===== src/design/fdl_pkg.sv =====
// ----------------------------------------------------------------------------
// fdl_pkg
// shared types and constants of the fractional delay line
// ----------------------------------------------------------------------------
package fdl_pkg;

  localparam int STORE_DEPTH   = 4096;
  localparam int ADDR_W        = $clog2(STORE_DEPTH);
  localparam int MAX_DELAY     = 4088;
  localparam int ONE_Q16       = 65536;
  localparam int MIN_DELAY_Q16 = 2 * ONE_Q16;
  localparam int MAX_DELAY_Q16 = MAX_DELAY * ONE_Q16;
  localparam int DELAY_W       = 28;
  localparam int STEPS_W       = 16;
  localparam int INC_W         = 29;
  localparam int SAMPLE_W      = 24;
  localparam int SAMPLE_MAX    = 8388607;
  localparam int SAMPLE_MIN    = -8388608;
  // ceil(2^27 / 3), exact floor(n / 3) for n below 2^27
  localparam int DIV3_RECIP    = (2 ** 27 + 1) / 3;
  localparam int RND_THIRD     = 3 * (2 ** 26);
  localparam int RND_HALF      = 2 ** 26;
  localparam int RND_OUT       = 2 ** 21;

  typedef enum logic [1:0] {
    CFG_TARGET     = 2'd0,
    CFG_RAMP_STEPS = 2'd1,
    CFG_APPLY_NOW  = 2'd2,
    CFG_INVERT     = 2'd3
  } cfg_idx_e;

  typedef enum logic [1:0] {
    ENG_CLEAR,
    ENG_IDLE,
    ENG_RUN,
    ENG_OUT
  } eng_state_e;

  typedef struct packed {
    logic signed [SAMPLE_W-1:0] in_left;
    logic signed [SAMPLE_W-1:0] in_right;
  } in_t;

  typedef struct packed {
    logic signed [SAMPLE_W-1:0] out_left;
    logic signed [SAMPLE_W-1:0] out_right;
  } out_t;

  typedef struct packed {
    logic [DELAY_W-1:0] cur_delay;
    logic               invert;
    logic               busy;
  } delay_stat_t;

endpackage


===== src/design/fdl_ramp_div.sv =====
// ----------------------------------------------------------------------------
// fdl_ramp_div
// restoring divider for the ramp increment, one quotient bit per cycle
// ----------------------------------------------------------------------------
module fdl_ramp_div (
  input  logic                              clk_i,
  input  logic                              rst_ni,
  input  logic                              start_i,
  input  logic                              cancel_i,
  input  logic [fdl_pkg::DELAY_W-1:0]       mag_i,
  input  logic                              neg_i,
  input  logic [fdl_pkg::STEPS_W-1:0]       div_i,
  output logic                              busy_o,
  output logic                              done_o,
  output logic signed [fdl_pkg::INC_W-1:0]  quo_o
);

  localparam int CNT_W = $clog2(fdl_pkg::DELAY_W);

  logic                          busy_q, busy_d;
  logic [CNT_W-1:0]              cnt_q, cnt_d;
  logic [fdl_pkg::STEPS_W-1:0]   rem_q, rem_d, d_q;
  logic [fdl_pkg::DELAY_W-1:0]   quo_q, quo_d;
  logic                          neg_q;
  logic [fdl_pkg::STEPS_W:0]     trial;
  logic                          ge;

  always_comb begin
    trial  = {rem_q, quo_q[fdl_pkg::DELAY_W-1]};
    ge     = trial >= {1'b0, d_q};
    rem_d  = ge ? fdl_pkg::STEPS_W'(trial - {1'b0, d_q}) : trial[fdl_pkg::STEPS_W-1:0];
    quo_d  = {quo_q[fdl_pkg::DELAY_W-2:0], ge};
    done_o = busy_q && (cnt_q == CNT_W'(fdl_pkg::DELAY_W - 1));
    quo_o  = neg_q ? -$signed({1'b0, quo_d}) : $signed({1'b0, quo_d});
    busy_d = busy_q && !done_o;
    cnt_d  = cnt_q + CNT_W'(1);
    if (start_i) begin
      busy_d = 1'b1;
      cnt_d  = '0;
    end else if (cancel_i) begin
      busy_d = 1'b0;
    end
  end

  assign busy_o = busy_q;

  always_ff @(posedge clk_i or negedge rst_ni) begin
    if (!rst_ni) begin
      busy_q <= 1'b0;
      cnt_q  <= '0;
    end else begin
      busy_q <= busy_d;
      cnt_q  <= cnt_d;
    end
  end

  always_ff @(posedge clk_i) begin
    if (start_i) begin
      rem_q <= '0;
      quo_q <= mag_i;
      d_q   <= div_i;
      neg_q <= neg_i;
    end else if (busy_q) begin
      rem_q <= rem_d;
      quo_q <= quo_d;
    end
  end

endmodule


===== src/design/fdl_delay_ctrl.sv =====
// ----------------------------------------------------------------------------
// fdl_delay_ctrl
// configuration registers, current delay and its linear ramp
// ----------------------------------------------------------------------------
module fdl_delay_ctrl (
  input  logic                           clk_i,
  input  logic                           rst_ni,
  input  logic                           cfg_we_i,
  input  logic [1:0]                     cfg_idx_i,
  input  logic [fdl_pkg::DELAY_W-1:0]    cfg_data_i,
  input  logic                           adv_i,
  output fdl_pkg::delay_stat_t           stat_o
);

  logic [fdl_pkg::DELAY_W-1:0]       tgt_q, tgt_d, cur_q, cur_d, clamped;
  logic [fdl_pkg::STEPS_W-1:0]       steps_q, steps_d, rem_q, rem_d;
  logic signed [fdl_pkg::INC_W-1:0]  inc_q, inc_d, quo;
  logic                              apply_q, apply_d, inv_q, inv_d;
  logic signed [fdl_pkg::INC_W-1:0]  diff;
  logic                              div_start, div_cancel, div_busy, div_done;
  fdl_pkg::cfg_idx_e                 idx;

  assign idx = fdl_pkg::cfg_idx_e'(cfg_idx_i);

  always_comb begin
    clamped = cfg_data_i;
    if (cfg_data_i < fdl_pkg::DELAY_W'(fdl_pkg::MIN_DELAY_Q16)) begin
      clamped = fdl_pkg::DELAY_W'(fdl_pkg::MIN_DELAY_Q16);
    end else if (cfg_data_i > fdl_pkg::DELAY_W'(fdl_pkg::MAX_DELAY_Q16)) begin
      clamped = fdl_pkg::DELAY_W'(fdl_pkg::MAX_DELAY_Q16);
    end
    diff = $signed({1'b0, clamped}) - $signed({1'b0, cur_q});
  end

  always_comb begin
    tgt_d      = tgt_q;
    cur_d      = cur_q;
    steps_d    = steps_q;
    rem_d      = rem_q;
    inc_d      = inc_q;
    apply_d    = apply_q;
    inv_d      = inv_q;
    div_start  = 1'b0;
    div_cancel = 1'b0;
    if (div_done) begin
      inc_d = quo;
    end
    if (adv_i && (rem_q != '0)) begin
      rem_d = rem_q - fdl_pkg::STEPS_W'(1);
      if (rem_q != fdl_pkg::STEPS_W'(1)) begin
        cur_d = fdl_pkg::DELAY_W'($signed({1'b0, cur_q}) + inc_q);
      end else begin
        cur_d = tgt_q;
      end
    end
    if (cfg_we_i) begin
      unique case (idx)
        fdl_pkg::CFG_TARGET: begin
          if (apply_q || ((clamped != tgt_q) && (steps_q == '0))) begin
            tgt_d      = clamped;
            cur_d      = clamped;
            rem_d      = '0;
            inc_d      = '0;
            div_cancel = 1'b1;
          end else if (clamped != tgt_q) begin
            tgt_d     = clamped;
            rem_d     = steps_q;
            div_start = 1'b1;
          end
        end
        fdl_pkg::CFG_RAMP_STEPS: steps_d = cfg_data_i[fdl_pkg::STEPS_W-1:0];
        fdl_pkg::CFG_APPLY_NOW:  apply_d = cfg_data_i[0];
        fdl_pkg::CFG_INVERT:     inv_d   = cfg_data_i[0];
        default: ;
      endcase
    end
  end

  fdl_ramp_div u_div (
    .clk_i    (clk_i),
    .rst_ni   (rst_ni),
    .start_i  (div_start),
    .cancel_i (div_cancel),
    .mag_i    (fdl_pkg::DELAY_W'(diff[fdl_pkg::INC_W-1] ? -diff : diff)),
    .neg_i    (diff[fdl_pkg::INC_W-1]),
    .div_i    (steps_q),
    .busy_o   (div_busy),
    .done_o   (div_done),
    .quo_o    (quo)
  );

  assign stat_o = '{cur_delay: cur_q, invert: inv_q, busy: div_busy};

  always_ff @(posedge clk_i or negedge rst_ni) begin
    if (!rst_ni) begin
      tgt_q   <= fdl_pkg::DELAY_W'(fdl_pkg::MIN_DELAY_Q16);
      cur_q   <= fdl_pkg::DELAY_W'(fdl_pkg::MIN_DELAY_Q16);
      steps_q <= fdl_pkg::STEPS_W'(960);
      rem_q   <= '0;
      inc_q   <= '0;
      apply_q <= 1'b0;
      inv_q   <= 1'b0;
    end else begin
      tgt_q   <= tgt_d;
      cur_q   <= cur_d;
      steps_q <= steps_d;
      rem_q   <= rem_d;
      inc_q   <= inc_d;
      apply_q <= apply_d;
      inv_q   <= inv_d;
    end
  end

endmodule


===== config.mk =====
export PLATFORM = sky130hd
export DESIGN_NAME = fdl_delay_ctrl
export DESIGN_NICKNAME = d
export VERILOG_FILES = /design/src/design/fdl_pkg.sv /design/src/design/fdl_ramp_div.sv /design/src/design/fdl_delay_ctrl.sv
export SDC_FILE = /design/constraint.sdc
export NUM_CORES = 1
export LEC_CHECK = 0
export ABC_AREA = 1
export BUFFER_PORTS_ARGS = -buffer_cell sky130_fd_sc_hd__buf_4
export CORE_AREA = 4 4 187 171
export DETAILED_ROUTE_END_ITERATION = 16
export DIE_AREA = 0 0 191 175
export GPL_TIMING_DRIVEN = 0
export PLACE_DENSITY = 0.68
export SETUP_SLACK_MARGIN = 0.05
export SLEW_MARGIN = 10
export SYNTH_ARGS = -nofsm -noshare
export SYNTH_HDL_FRONTEND = slang
export SYNTH_HIERARCHICAL = 1
export SYNTH_SLANG_ARGS = --single-unit

===== constraint.sdc =====
create_clock -name clk_i -period 7.8 [get_ports clk_i]
set_clock_uncertainty 0.15 [all_clocks]
set_input_delay 0.39 -clock clk_i [delete_from_list [all_inputs] [get_ports clk_i]]
set_output_delay 0.39 -clock clk_i [all_outputs]
set_load 0.01 [all_outputs]

==> flow_metrics.tcl <==
set metrics [dict create \
    outcome "finished, final reports clean" \
    p_seq_frac 0.254 \
    ys.warnings.count 6 \
    rrSetupSlack_ns 2.81 \
    postRouteAntennaNets 0 \
    portBuffers 63 \
    worst_setup_path_end_kind "flip-flop" \
    syn2layout_area_growth_pct 10.7 \
    clkSinkCount 185 \
    layout_min_cycle_time_ns 5.22 \
    r2r_cells 16 \
    cts_max_path_buffers 2 \
    path_class "in -> reg" \
    grt_pass1_wl_um 81200 \
    comb_power_share 0.620 \
    p_leak_nw 8.64 \
    hold_start "cfg_data_i[25]" \
    io_pins 64 \
    die_w_um 191 \
    hold_path_class "in -> reg" \
    clkPwrFrac 0.126 \
    finalSetupViolations 0 \
    finalSetupTns_ns 0 \
    clk_pin_slew_ns 0.08 \
    grt_max_degree 75 \
    max-vdd-ir-drop_mv 0.193 \
    critical_path.max_fanout 27 \
    min_path_cells 3 \
    drive_above_1_share 0.0695 \
    placed_cells 2773 \
    drv_slew 0 \
    hold_path_end "tgt_q[25]" \
    drt_wl_total_um 53400 \
    max_freq_mhz 192 \
    clk_latency_ns 0.45 \
    p_sw_mw 3.86 \
    synthesis.area_um2 15400 \
    utilization 0.570 \
    cts_tree "built" \
    maxCapViolations 0 \
    cts_buffers 17 \
    power_density_nw_per_um2 423 \
    r2r_start "tgt_q[27]" \
    grt_overflow_total 0 \
    rsz0062_at_grt "no" \
    antennaDiodeCount 0 \
    rows 60 \
    p_int_mw 3.33 \
    vias_per_cell 5.58 \
    holdWs_ns 0.0552 \
    p_total_mw 7.19 \
    start_util 0.515 \
    final.period_utilization 0.669 \
    p_sw_frac 0.537 \
    antenna_found_initial 1 \
    root_buffer "clkbuf_16" \
    post_drt_wl_per_cell_um 19.0 \
    finalHoldViolations 0 \
    die_h_um 175 \
    syn_nets 2418 \
    vias 15700 \
    synthCells 2305 \
    syn_avg_cell_area_um2 6.66 \
    tightest_slew_ns 1.08 \
    max-slew-margin-rel 0.278 \
    gp_congestion 0.982 \
    drt_first_pass_iters 6 \
    dieArea_um2 33400 \
    grt_pass1_vias 14300 \
    cp.required_ns 7.85 \
    core_region_area_um2 29800 \
    finalNonFillerCells 2806 \
    drcViolationCount 0 \
    cp_data_arrival_time_ns 5.26 \
    grt_use_total 0.316 \
    startpoint_type "primary input" \
    dp_hpwl_um 43200 \
    r2r_end "u_div/quo_q[4]" \
    htree_levels 4 \
    drt_iter0_markers 1626 \
    fin_nets 2503 \
]
## cells in the final DEF, fill, tap and decap left out, drive strengths merged, types with 67 or more instances in the layout
master,count
ha,76
o21ai,177
dfrtp,118
xor2,67
nand3,171
nor2,265
buf,95
nand2,633
inv,331
a21oi,105
## worst max path at each step
stage	start	end	slack (ns)	depth (start not counted)
final	cfg_data_i[8]	u_div/quo_q[4]	2.58	23
after global routing	cfg_data_i[8]	u_div/quo_q[7]	2.31	23
after CTS	cfg_data_i[5]	u_div/quo_q[22]	2.74	23
after detailed placement	cfg_data_i[5]	u_div/quo_q[18]	2.28	23
after global placement	cfg_data_i[5]	u_div/quo_q[21]	1.61	22
after floorplan	cfg_data_i[18]	u_div/quo_q[0]	3.83	21
## final cells by class
class                      instances  area, um^2
fill                            3015       12800
multi-input combinational       1726        8980
sequential                       185        4780
inverter                         323        1210
timing repair buffer              66         534
tap                              403         504
clock buffer                      18         429
buffer                            71         383
clock inverter                    14         170
## registers in the layout (all words and copies together) (netlist names)
signal / cells
apply_q: 1
cur_q: 28
inc_q: 28
inv_q: 1
rem_q: 16
steps_q: 16
tgt_q: 28
u_div/busy_o: 1
u_div/cnt_q: 5
u_div/d_q: 16
u_div/neg_q: 1
u_div/quo_q: 28
u_div/rem_q: 16
## critical path, stage by stage
cell      delay, ns
buf_4          0.13
nor2_1         0.08
nand2_1        0.06
nor2_1         0.28
nand3_1        0.18
nand2_4        0.18
buf_6          0.17
nand2_1        0.11
nand2_1        0.09
nand2_1        0.04
nor2_1         0.17
nand2_1        0.09
nor2_2         0.18
nand3_2        0.15
nand2_2        0.12
buf_2          0.28
inv_1          0.11
nand2_1        0.16
inv_1          0.50
clkbuf_1       0.43
nor2_1         0.72
inv_2          0.32
buf_12         0.26
## stage by stage
| step | instance area (um^2) | setup WS (ns) |
|---|---|---|
| after global placement | 16300 | 1.61 |
| final | 17000 | 2.58 |
| after CTS | 17000 | 2.74 |
| after detailed placement | 16400 | 2.28 |
| after floorplan | 15400 | 3.83 |
| after global routing | 17000 | 2.31 |
## routing by layer
| layer | part of all wire | vias up | GRT usage |
|---|---|---|---|
| li1 | - | 7640 | - |
| met1 | 0.47 | 7292 | 0.477 |
| met2 | 0.40 | 674 | 0.447 |
| met3 | 0.11 | 65 | 0.0787 |
| met4 | 0.027 | 0 | 0.0880 |
| met5 | 0 | - | 0 |
## repair_timing
item | 4_1_cts | 5_1_grt
buffers inserted | 0 | 0
hold buffers | 1 | 0
resized for setup | 0 | 0
endpoints found under the hold margin | 69 | 0
## power by group through the flow
stage	Sequential [mW]	Combinational, mW	Clock (mW)
3_3_place_gp	1.82	4.27	0
3_5_place_dp	1.82	4.32	0
4_1_cts	1.81	4.35	0.911
2_1_floorplan	1.67	3.03	0
6_report	1.83	4.46	0.906
5_1_grt	1.85	4.96	0.955
No activity file was read; power rests on OpenSTA's default activity.
