File: src/design/fdl_pkg.sv
// ----------------------------------------------------------------------------
// fdl_pkg
// shared types and constants of the fractional delay line
// ----------------------------------------------------------------------------
package fdl_pkg;

  localparam int STORE_DEPTH   = 4096;
  localparam int ADDR_W        = $clog2(STORE_DEPTH);
  localparam int MAX_DELAY     = 4088;
  localparam int ONE_Q16       = 65536;
  localparam int MIN_DELAY_Q16 = 2 * ONE_Q16;
  localparam int MAX_DELAY_Q16 = MAX_DELAY * ONE_Q16;
  localparam int DELAY_W       = 28;
  localparam int STEPS_W       = 16;
  localparam int INC_W         = 29;
  localparam int SAMPLE_W      = 24;
  localparam int SAMPLE_MAX    = 8388607;
  localparam int SAMPLE_MIN    = -8388608;
  // ceil(2^27 / 3), exact floor(n / 3) for n below 2^27
  localparam int DIV3_RECIP    = (2 ** 27 + 1) / 3;
  localparam int RND_THIRD     = 3 * (2 ** 26);
  localparam int RND_HALF      = 2 ** 26;
  localparam int RND_OUT       = 2 ** 21;

  typedef enum logic [1:0] {
    CFG_TARGET     = 2'd0,
    CFG_RAMP_STEPS = 2'd1,
    CFG_APPLY_NOW  = 2'd2,
    CFG_INVERT     = 2'd3
  } cfg_idx_e;

  typedef enum logic [1:0] {
    ENG_CLEAR,
    ENG_IDLE,
    ENG_RUN,
    ENG_OUT
  } eng_state_e;

  typedef struct packed {
    logic signed [SAMPLE_W-1:0] in_left;
    logic signed [SAMPLE_W-1:0] in_right;
  } in_t;

  typedef struct packed {
    logic signed [SAMPLE_W-1:0] out_left;
    logic signed [SAMPLE_W-1:0] out_right;
  } out_t;

  typedef struct packed {
    logic [DELAY_W-1:0] cur_delay;
    logic               invert;
    logic               busy;
  } delay_stat_t;

endpackage

File: src/design/fdl_front.sv
// ----------------------------------------------------------------------------
// fdl_front
// input side: takes frames and holds them in a two-entry queue
// ----------------------------------------------------------------------------
module fdl_front (
  input  logic           clk_i,
  input  logic           rst_ni,
  input  logic           in_valid_i,
  output logic           in_stall_o,
  input  fdl_pkg::in_t   in_data_i,
  input  logic           clearing_i,
  output logic           q_valid_o,
  output fdl_pkg::in_t   q_data_o,
  input  logic           q_pop_i
);

  fdl_pkg::in_t slot_q [2];
  logic         wr_ptr_q, wr_ptr_d;
  logic         rd_ptr_q, rd_ptr_d;
  logic [1:0]   cnt_q, cnt_d;
  logic         push;

  assign in_stall_o = (cnt_q == 2'd2) || clearing_i;
  assign push       = in_valid_i && !in_stall_o;
  assign q_valid_o  = (cnt_q != 2'd0);
  assign q_data_o   = slot_q[rd_ptr_q];

  always_comb begin
    wr_ptr_d = wr_ptr_q ^ push;
    rd_ptr_d = rd_ptr_q ^ (q_pop_i && q_valid_o);
    cnt_d    = cnt_q + {1'b0, push} - {1'b0, q_pop_i && q_valid_o};
  end

  always_ff @(posedge clk_i or negedge rst_ni) begin
    if (!rst_ni) begin
      wr_ptr_q <= 1'b0;
      rd_ptr_q <= 1'b0;
      cnt_q    <= 2'd0;
    end else begin
      wr_ptr_q <= wr_ptr_d;
      rd_ptr_q <= rd_ptr_d;
      cnt_q    <= cnt_d;
    end
  end

  always_ff @(posedge clk_i) begin
    if (push) begin
      slot_q[wr_ptr_q] <= in_data_i;
    end
  end

endmodule

File: config.mk
export PLATFORM = sky130hd
export DESIGN_NAME = fdl_front
export DESIGN_NICKNAME = d
export VERILOG_FILES = /design/src/design/fdl_pkg.sv /design/src/design/fdl_front.sv
export SDC_FILE = /design/constraint.sdc
export NUM_CORES = 1
export LEC_CHECK = 0
export BUFFER_PORTS_ARGS = -buffer_cell sky130_fd_sc_hd__buf_2
export CAP_MARGIN = 10
export CORE_MARGIN = 2
export CORE_UTILIZATION = 50
export DETAILED_ROUTE_END_ITERATION = 8
export PLACE_DENSITY = 0.77
export SKIP_CTS_REPAIR_TIMING = 1
export SYNTH_ARGS = -nofsm -noshare
export SYNTH_HDL_FRONTEND = slang
export SYNTH_SLANG_ARGS = --single-unit
File: constraint.sdc
create_clock -name clk_i -period 2.4 [get_ports clk_i]
set_input_delay 0.24 -clock clk_i [delete_from_list [all_inputs] [get_ports clk_i]]
set_output_delay 0.24 -clock clk_i [all_outputs]
set_load 0.1 [all_outputs]
==> results of run 1 <==
-- worst min path at each step --
stage	to	slack (ps)	cells after the start
after floorplan	cnt_q[0]	-60	0
after global placement	cnt_q[0]	50	1
after detailed placement	cnt_q[0]	50	1
after CTS	rd_ptr_q	-330	1
after global routing	slot_q[0][39]	50	1
final	slot_q[0][39]	70	1
-- routing by layer --
metal | track usage | vias up | part of all wire
met5 | 0 | - | 0
li1 | - | 886 | -
met1 | 0.2044 | 903 | 0.44
met2 | 0.2475 | 67 | 0.50
met4 | 0.06154 | 0 | 0.010
met3 | 0.03339 | 8 | 0.052
-- kinds of logic (layout without fill, tap and decap cells) --
logic type	count (synthesis)	in the layout
AO/OA/AOI/OAI	4	4
XOR/XNOR	3	3
adder cells (fa/ha/maj)	4	4
buffers and inverters	10	127
flip-flops	100	100
multiplexers	48	48
AND/OR/NAND/NOR	1	1
-- cell usage in the layout (no fill, tap or decap), types with 3 or more instances in the layout --
cell      count
dfrtp_1       3
mux2_4       10
buf_12        3
edfxtp_1     96
inv_6         3
mux2_2       38
inv_1         5
clkbuf_8      9
clkinv_2      3
buf_2       102
-- sequential cells by signal, summed over array words and instances (netlist names) --
signal and cells:
wr_ptr_q 1, rd_ptr_q 1, cnt_q 2, slot_q 96
-- metrics by stage --
| step | setup slack [ps] | hold WS (ps) | cells | instance area [um^2] |
|---|---|---|---|---|
| 5_1_grt | 368.3 | 47.10 | 386 | 4577 |
| 2_1_floorplan | 145.9 | -55.59 | 170 | 3741 |
| 4_1_cts | 412.6 | -330.5 | 385 | 4567 |
| 3_5_place_dp | 807.7 | 51.38 | 369 | 4393 |
| 3_3_place_gp | 817.8 | 53.57 | 369 | 4393 |
| 6_report | 448.5 | 71.98 | 386 | 4577 |
-- synthesized netlist by cell type (all sizes together) --
cell type	n
dfrtp	4
o211ai	1
edfxtp	96
o21a	1
xor2	1
mux2	48
inv	5
xnor2	2
o211a	1
ha	4
o21ai	1
or2	1
buf	5
-- final cells by class --
cell class | count | share of cell area
sequential | 100 | 0.6520
multi-input combinational | 60 | 0.1520
timing repair buffer | 106 | 0.1268
clock buffer | 9 | 0.02706
tap | 99 | 0.02706
clock inverter | 7 | 0.01093
inverter | 5 | 0.004101
==> flow_summary.ini, run 1 <==
[global_route]
antenna_found_initial = 0
grt_usage = 0.1534
grt_pass1_vias = 1936
grt_overflow = 0
grt_max_degree = 50
grt_first_pass_wirelength_um = 9625

[floorplanning]
die_h_um = 90.50
initial_core_util = 0.5158
die_area_um2 = 8190
core-area_um2 = 7253
num_rows = 31
die_x_um = 90.50
io_pins = 103

[run]
drv_cap = 0

[routing]
drt_first_pass_iters = 4
vias_per_cell = 4.829
antenna_left = 0
drcViolationCount = 0
wl_um = 6224
wl_per_cell_um = 16.12
vias = 1864
drtIter0Drc = 107

[cts]
cts_tree = done
clkLatencyLatePin_ps = 350
clk_pin_slew_ps = 100
cts-root-buf = clkbuf_8
clkSinkCount = 100
clk_path_buf_depth = 2
cts_max_level = 3
numCtsBuffers = 9

[setup_path]
critPathKind = reg2out
crit_slowest_cell = mux2_2
reg2reg_slack_ps = 840
max_stage_delay_ps = 400
cp.arrival_ps = 1710
worst-r2r-cell-count = 4
path_depth = 3
cp-end-kind = output pin
reg2reg_from = cnt_q[1]
path_cells = buf_12 > mux2_2 > buf_2
cp_data_required_time_ps = 2160
critPathLaunchType = flop
cp_max_fo = 49
endpoint = q_data_o[16]
rr_endpoint = slot_q[0][33]
path_buf_inv = 2
crit_family = buffers and inverters
setup.worst_path.start = rd_ptr_q

[sta]
clock_skew_ps = 12.46
finalSetupViolCount = 0
grt_setup_unrepaired = no
fin_crit_sh = 0.8131
fin_crit_ps = 1952
fin_tns_setup_ps = 0
maxSlewViolCount = 0
worstMarginPinSlew_ps = 501.3
fmax_mhz = 512.4
finalHoldViolations = 0
slew_headroom = 0.6681

[synthesis]
synthSimpleGateAreaFrac = 0.001672
synth_compound_area_frac = 0.008027
synth_xor_area_frac = 0.007023
synth.distinct_cells = 16
yosys_warnings = 0
synth.area.top_cells = edfxtp_1 (77%), mux2_2 (11%), mux2_4 (4.0%)
synth.avg_cell_area_um2 = 22.01
synth_nets = 227
netlist_instances = 170
netlist.area_leader.share = 0.7706
synth_top_family_by_area = multiplexers
synth_fa_ha_area_frac = 0.01338
syn_area_um2 = 3741
muxShareOfSynthArea = 0.1545
ys_seq_area_frac = 0.7973
netlist.top_cell.by_area = edfxtp_1
ys_ff_latch = 100

[place]
port_buffers = 102
hpwlAfterDp_um = 4007
place.gp.congestion = 0.6909

[finish]
seq_area_um2 = 2984
layout.nets = 339
drive_above_1_share = 0.6028
antenna_cells = 0
final_core_util = 0.6310
multi_input_area_um2 = 695.7
syn2layout_area_growth_pct = 22.34
fill_cells = 543

[min_path]
worstHoldStart = in_data_i[39]
hold_path.class = in2reg

[outcome]
status = completed
Power of run 1 is not shown: default switching activity piles up to over one toggle a cycle in this logic, so the estimate is an artifact.
==> run 2, diff against run 1 <==
CORE_UTILIZATION = 46   (was 50)
PLACE_DENSITY = 0.74   (was 0.77)
clock period = 1.6 ns   (was 2.4 ns; I/O delays follow)
==> run 2 against run 1 <==
Against the previous run: final area rose by 26%; final cell count increased by 14%; non-clock buffer count is 51 higher; via count up 12%; critical path depth unchanged; register-to-register slack got worse by 780 ps; die area grew 8.3%; sequential share of layout area decreased by 14 points; critical endpoint is now q_data_o[21]; global-route usage shrank 0.39 points; largest cell class unchanged; the flow now finishes with violations (negative setup slack).
==> flow_summary.ini, run 2 (same netlist as run 1, synthesis figures left out) <==
[routing]
wl_per_cell_um = 16.05
drcViolationCount = 0
antenna_left = 0
vias = 2084
vias_per_cell = 4.747
wl_um = 7044
drtIter0Drc = 103
drt_first_pass_iters = 4

[floorplanning]
initial_core_util = 0.4792
num_rows = 32
die_x_um = 94.18
io_pins = 103
die_area_um2 = 8870
core-area_um2 = 7807
die_h_um = 94.18

[global_route]
grt_first_pass_wirelength_um = 9591
grt_overflow = 0
grt_max_degree = 28
grt_pass1_vias = 1949
grt_usage = 0.1495
antenna_found_initial = 0

[finish]
top_register = slot_q
final_common_cell = edfxtp_1
layout_common_cells = edfxtp_1 (96), buf_2 (53), dlygate4sd3_1 (46), buf_12 (39), mux2_2 (35)
layout.nets = 390
largest_reg_flops = 96
reg.largest.list = slot_q (96), cnt_q (2)
drive_above_1_share = 0.5430
fill_cells = 462
antenna_cells = 0
fin_area_um2 = 5784
layout.cells.non_filler = 439
syn2layout_area_growth_pct = 54.62
final_core_util = 0.7409

[place]
place.gp.congestion = 0.6749
hpwlAfterDp_um = 4353
place_ws_ps = 30.60
dpl-instance-area_um2 = 4949
port_buffers = 102
dp_cells = 376

[sta]
slew_headroom = 0.6799
fin_crit_sh = 1.073
finalHoldViolations = 0
worstMarginPinSlew_ps = 483.5
grt_setup_unrepaired = yes
fmax_mhz = 582.6
finalSetupViolCount = 48
setup_ws_ps = -116.4
fin_crit_ps = 1716
clock_skew_ps = 4.383
maxSlewViolCount = 0

[setup_path]
reg2reg_from = cnt_q[0]
path_buf_inv = 2
worst-r2r-cell-count = 6
max_stage_delay_ps = 460
cp-end-kind = output pin
critPathLaunchType = flop
reg2reg_slack_ps = 60
cp_max_fo = 20
cp_data_required_time_ps = 1440
path_cells = buf_12 > mux2_2 > buf_12
crit_family = flip-flops
cp.arrival_ps = 1560
critPathKind = reg2out
crit_slowest_cell = dfrtp_2
rr_endpoint = cnt_q[1]
cpMostUsedCell = buf_12

[outcome]
status = finished with violations
violations = negative setup slack

[cts]
clk_path_buf_depth = 2
cts-root-buf = clkbuf_8
cts_max_level = 3
clk_pin_slew_ps = 80
clkSinkCount = 100
clkLatencyLatePin_ps = 350
cts_tree = done
numCtsBuffers = 9

[min_path]
hold_path.class = in2reg
holdPathEnd = slot_q[1][2]
holdPathStages = 1
worstHoldStart = in_data_i[2]

[run]
drv_cap = 0
## run 2: changes by cell type in the layout (fill, tap and decap cells not counted), sizes merged
cell         change
clkbuf           +1
buf              +5
bufinv           +2
inv              -2
dlygate4sd3     +45
clkinv           -1
## run 2: worst reg2reg max path: stages, from the launching register on
cell	delay (ps)
dfrtp_2	450
o21a_1	220
ha_1	280
inv_1	40
ha_2	170
xnor2_2	140
xnor2_1	130
## run 2: per-layer routing
| layer | share of wire | track usage | routed length [um] |
|---|---|---|---|
| met2 | 0.53 | 0.2429 | 3749 |
| met4 | 0.018 | 0.07246 | 128 |
| met3 | 0.048 | 0.03210 | 336 |
| met5 | 0 | 0 | 0 |
| met1 | 0.40 | 0.1915 | 2829 |
## run 2: area by class of cell
| type | count | area (um^2) | share of cell area |
|---|---|---|---|
| Clock buffer | 9 | 123.9 | 0.02141 |
| Clock inverter | 6 | 87.58 | 0.01514 |
| Inverter | 5 | 18.77 | 0.003245 |
| Multi-Input combinational cell | 60 | 720.7 | 0.1246 |
| Sequential cell | 100 | 2985 | 0.5161 |
| Tap cell | 102 | 127.6 | 0.02206 |
| Timing Repair Buffer | 157 | 1720 | 0.2974 |
## run 2: worst max path at each step
stage | start | endpoint | slack, ps | cells after the start
6_report | rd_ptr_q | q_data_o[21] | -120 | 3
5_1_grt | rd_ptr_q | q_data_o[23] | -190 | 3
4_1_cts | rd_ptr_q | q_data_o[10] | -280 | 3
3_5_place_dp | cnt_q[1] | cnt_q[1] | 30 | 7
3_3_place_gp | cnt_q[0] | cnt_q[1] | 130 | 6
2_1_floorplan | cnt_q[1] | slot_q[0][0] | -190 | 3
## run 2: per-stage QoR
step	hold slack, ps	setup TNS [ps]
2_1_floorplan	-135.6	-17810
3_3_place_gp	-27.94	0
3_5_place_dp	-25.82	0
4_1_cts	-424.9	-9170
5_1_grt	0.2472	-6924
6_report	14.40	-4122
Power of run 2 is left out for the same reason.
==> run 3, diff against run 2 <==
ABC_AREA = 1   (was not set)
CORE_UTILIZATION = 47   (was 46)
PLACE_DENSITY = 0.76   (was 0.74)
==> run 3 against run 2 <==
Against the previous run: the run still ends with negative setup slack left; global-route usage up 3.2 points; sequential share of layout area shrank 3.6 points; wire length grew 29%; area after synthesis is 0.27% higher; non-clock buffer count rose by 6; register-to-register slack better by 20 ps; critical path depth up 2; fmax rose by 5.3%; via count rose by 29%; setup slack better by 87 ps; critical endpoint is now q_data_o[28]; largest cell class unchanged.
==> flow_summary.ini, run 3 <==
[sta]
setup_ws_ps = -29.65
finalSetupViolCount = 7
grt_setup_unrepaired = yes
worstMarginPinSlew_ps = 310.5
fin_crit_ps = 1630
clock_skew_ps = 6.979
finalHoldViolations = 0
slew_headroom = 0.7942
fin_tns_setup_ps = -119.9
fin_crit_sh = 1.019
maxSlewViolCount = 0
fmax_mhz = 613.6

[synthesis]
netlist.top_cell.by_area = edfxtp_1
netlist_instances = 284
synth_edf_count = 96
yosys_warnings = 0
synth.area.top_cells = edfxtp_1 (77%), nand2_1 (15%), dfrtp_1 (2.7%)
synth_most_common_cell = nand2_1
ys.flop_type = edfxtp_1
syn_area_um2 = 3751
ys_ff_latch = 100
ys_seq_area_frac = 0.7952
async_reset_ff_frac = 0.04000
synth.avg_cell_area_um2 = 13.21
netlist.area_leader.share = 0.7685
synth_top_cells_by_count = nand2_1 (153), edfxtp_1 (96), inv_1 (10)
synth.distinct_cells = 13
synth_nets = 341

[outcome]
status = finished with violations
violations = negative setup slack

[floorplanning]
die_x_um = 93.34
core-area_um2 = 7727
num_rows = 32
initial_core_util = 0.4854
die_h_um = 93.34
io_pins = 103
die_area_um2 = 8711

[place]
dp_cells = 487
dpl-instance-area_um2 = 5236
place.gp.congestion = 0.7748
hpwlAfterDp_um = 5490
port_buffers = 102

[routing]
drcViolationCount = 0
antenna_left = 0
wl_per_cell_um = 16.42
drtIter0Drc = 102
wl_um = 9098
vias = 2688
vias_per_cell = 4.852
drt_first_pass_iters = 4

[finish]
seq_area_um2 = 2984
final_common_cell = edfxtp_1
layout_common_cells = edfxtp_1 (96), nand2_1 (95), buf_2 (52), buf_12 (52), dlygate4sd3_1 (49)
drive_above_1_share = 0.4314
multi_input_area_um2 = 909.6
layout.nets = 504
top_register = slot_q
fin_area_um2 = 6211
antenna_cells = 0
layout.cells.non_filler = 554
largest_reg_flops = 96
reg.largest.list = slot_q (96), cnt_q (2)
syn2layout_area_growth_pct = 65.58
fill_cells = 406

[cts]
cts-root-buf = clkbuf_8
cts_max_level = 3
clk_pin_slew_ps = 90
clk_path_buf_depth = 2
clkLatencyLatePin_ps = 360
numCtsBuffers = 9
clkSinkCount = 100
cts_tree = done

[setup_path]
path_cells = clkinv_4 > clkbuf_16 > nand2_1 > nand2_2 > buf_12
cp_max_fo = 15
max_stage_delay_ps = 460
cp-end-kind = output pin
crit_slowest_cell = dfrtp_2
critPathKind = reg2out
cp_data_required_time_ps = 1440
path_buf_inv = 3
critPathLaunchType = flop
reg2reg_slack_ps = 80
cp.arrival_ps = 1470
crit_family = buffers and inverters

[run]
drv_cap = 0

[global_route]
antenna_found_initial = 0
grt_usage = 0.1810
grt_first_pass_wirelength_um = 11740
grt_max_degree = 31
grt_overflow = 0
grt_pass1_vias = 2498

[min_path]
hold_path.class = in2reg
==> run 3: cell types whose count changed after synthesis, moves of 2 or more <==
cell	previous run	this run
buf_6	1	3
xnor2_1	2	0
mux2_2	38	0
buf_2	0	7
nand2_1	0	153
inv_1	5	10
mux2_4	10	0
nand3_1	0	2
buf_4	3	1
==> run 3: cell families after synthesis <==
kind of cell	count (synthesis)	synth area share
simple gates	156	0.1568
compound gates	2	0.003335
flops	100	0.7952
buf+inv	22	0.03135
fa+ha+maj	4	0.01334
==> run 3: worst reg2reg max path: cells and delay by family (launching register included) <==
family | cells | cell delay (ps)
flops | 1 | 450
fa+ha+maj | 2 | 440
buf+inv | 4 | 280
simple gates | 4 | 260
==> run 3: worst paths after layout <==
| kind | from | endpoint | depth (start not counted) |
|---|---|---|---|
| worst min register to register | cnt_q[1] | cnt_q[1] | 3 |
| worst max-delay path | rd_ptr_q | q_data_o[28] | 5 |
| max in group asynchronous | rst_ni | rd_ptr_q | 2 |
| min in group asynchronous | rst_ni | cnt_q[1] | 2 |
| worst max register to register | cnt_q[0] | cnt_q[1] | 10 |
| worst min-delay path | q_pop_i | rd_ptr_q | 3 |
==> run 3: metrics by stage <==
stage | setup slack (ps) | hold WS, ps | util
4_1_cts | -90.78 | -419.9 | 0.7074
2_1_floorplan | -176.4 | -135.6 | -
6_report | -29.65 | 89.11 | 0.8038
3_5_place_dp | 98.88 | -17.41 | 0.6776
3_3_place_gp | 187.0 | -23.72 | 0.6776
5_1_grt | -93.66 | 93.17 | 0.8038
==> run 3: cell type report <==
type	instances	area share
Timing Repair Buffer	163	0.3080
Sequential cell	100	0.4805
Clock inverter	7	0.01712
Tap cell	102	0.02055
Clock buffer	9	0.01994
Inverter	11	0.007454
Multi-Input combinational cell	162	0.1465
==> run 3: metal layers <==
layer	vias up	track usage	wire length (um)
met5	-	0	0
met4	0	0.06985	199
met3	20	0.03787	447
met2	100	0.3327	5157
met1	1296	0.2054	3294
li1	1272	-	-
Power of run 3 is left out for the same reason.
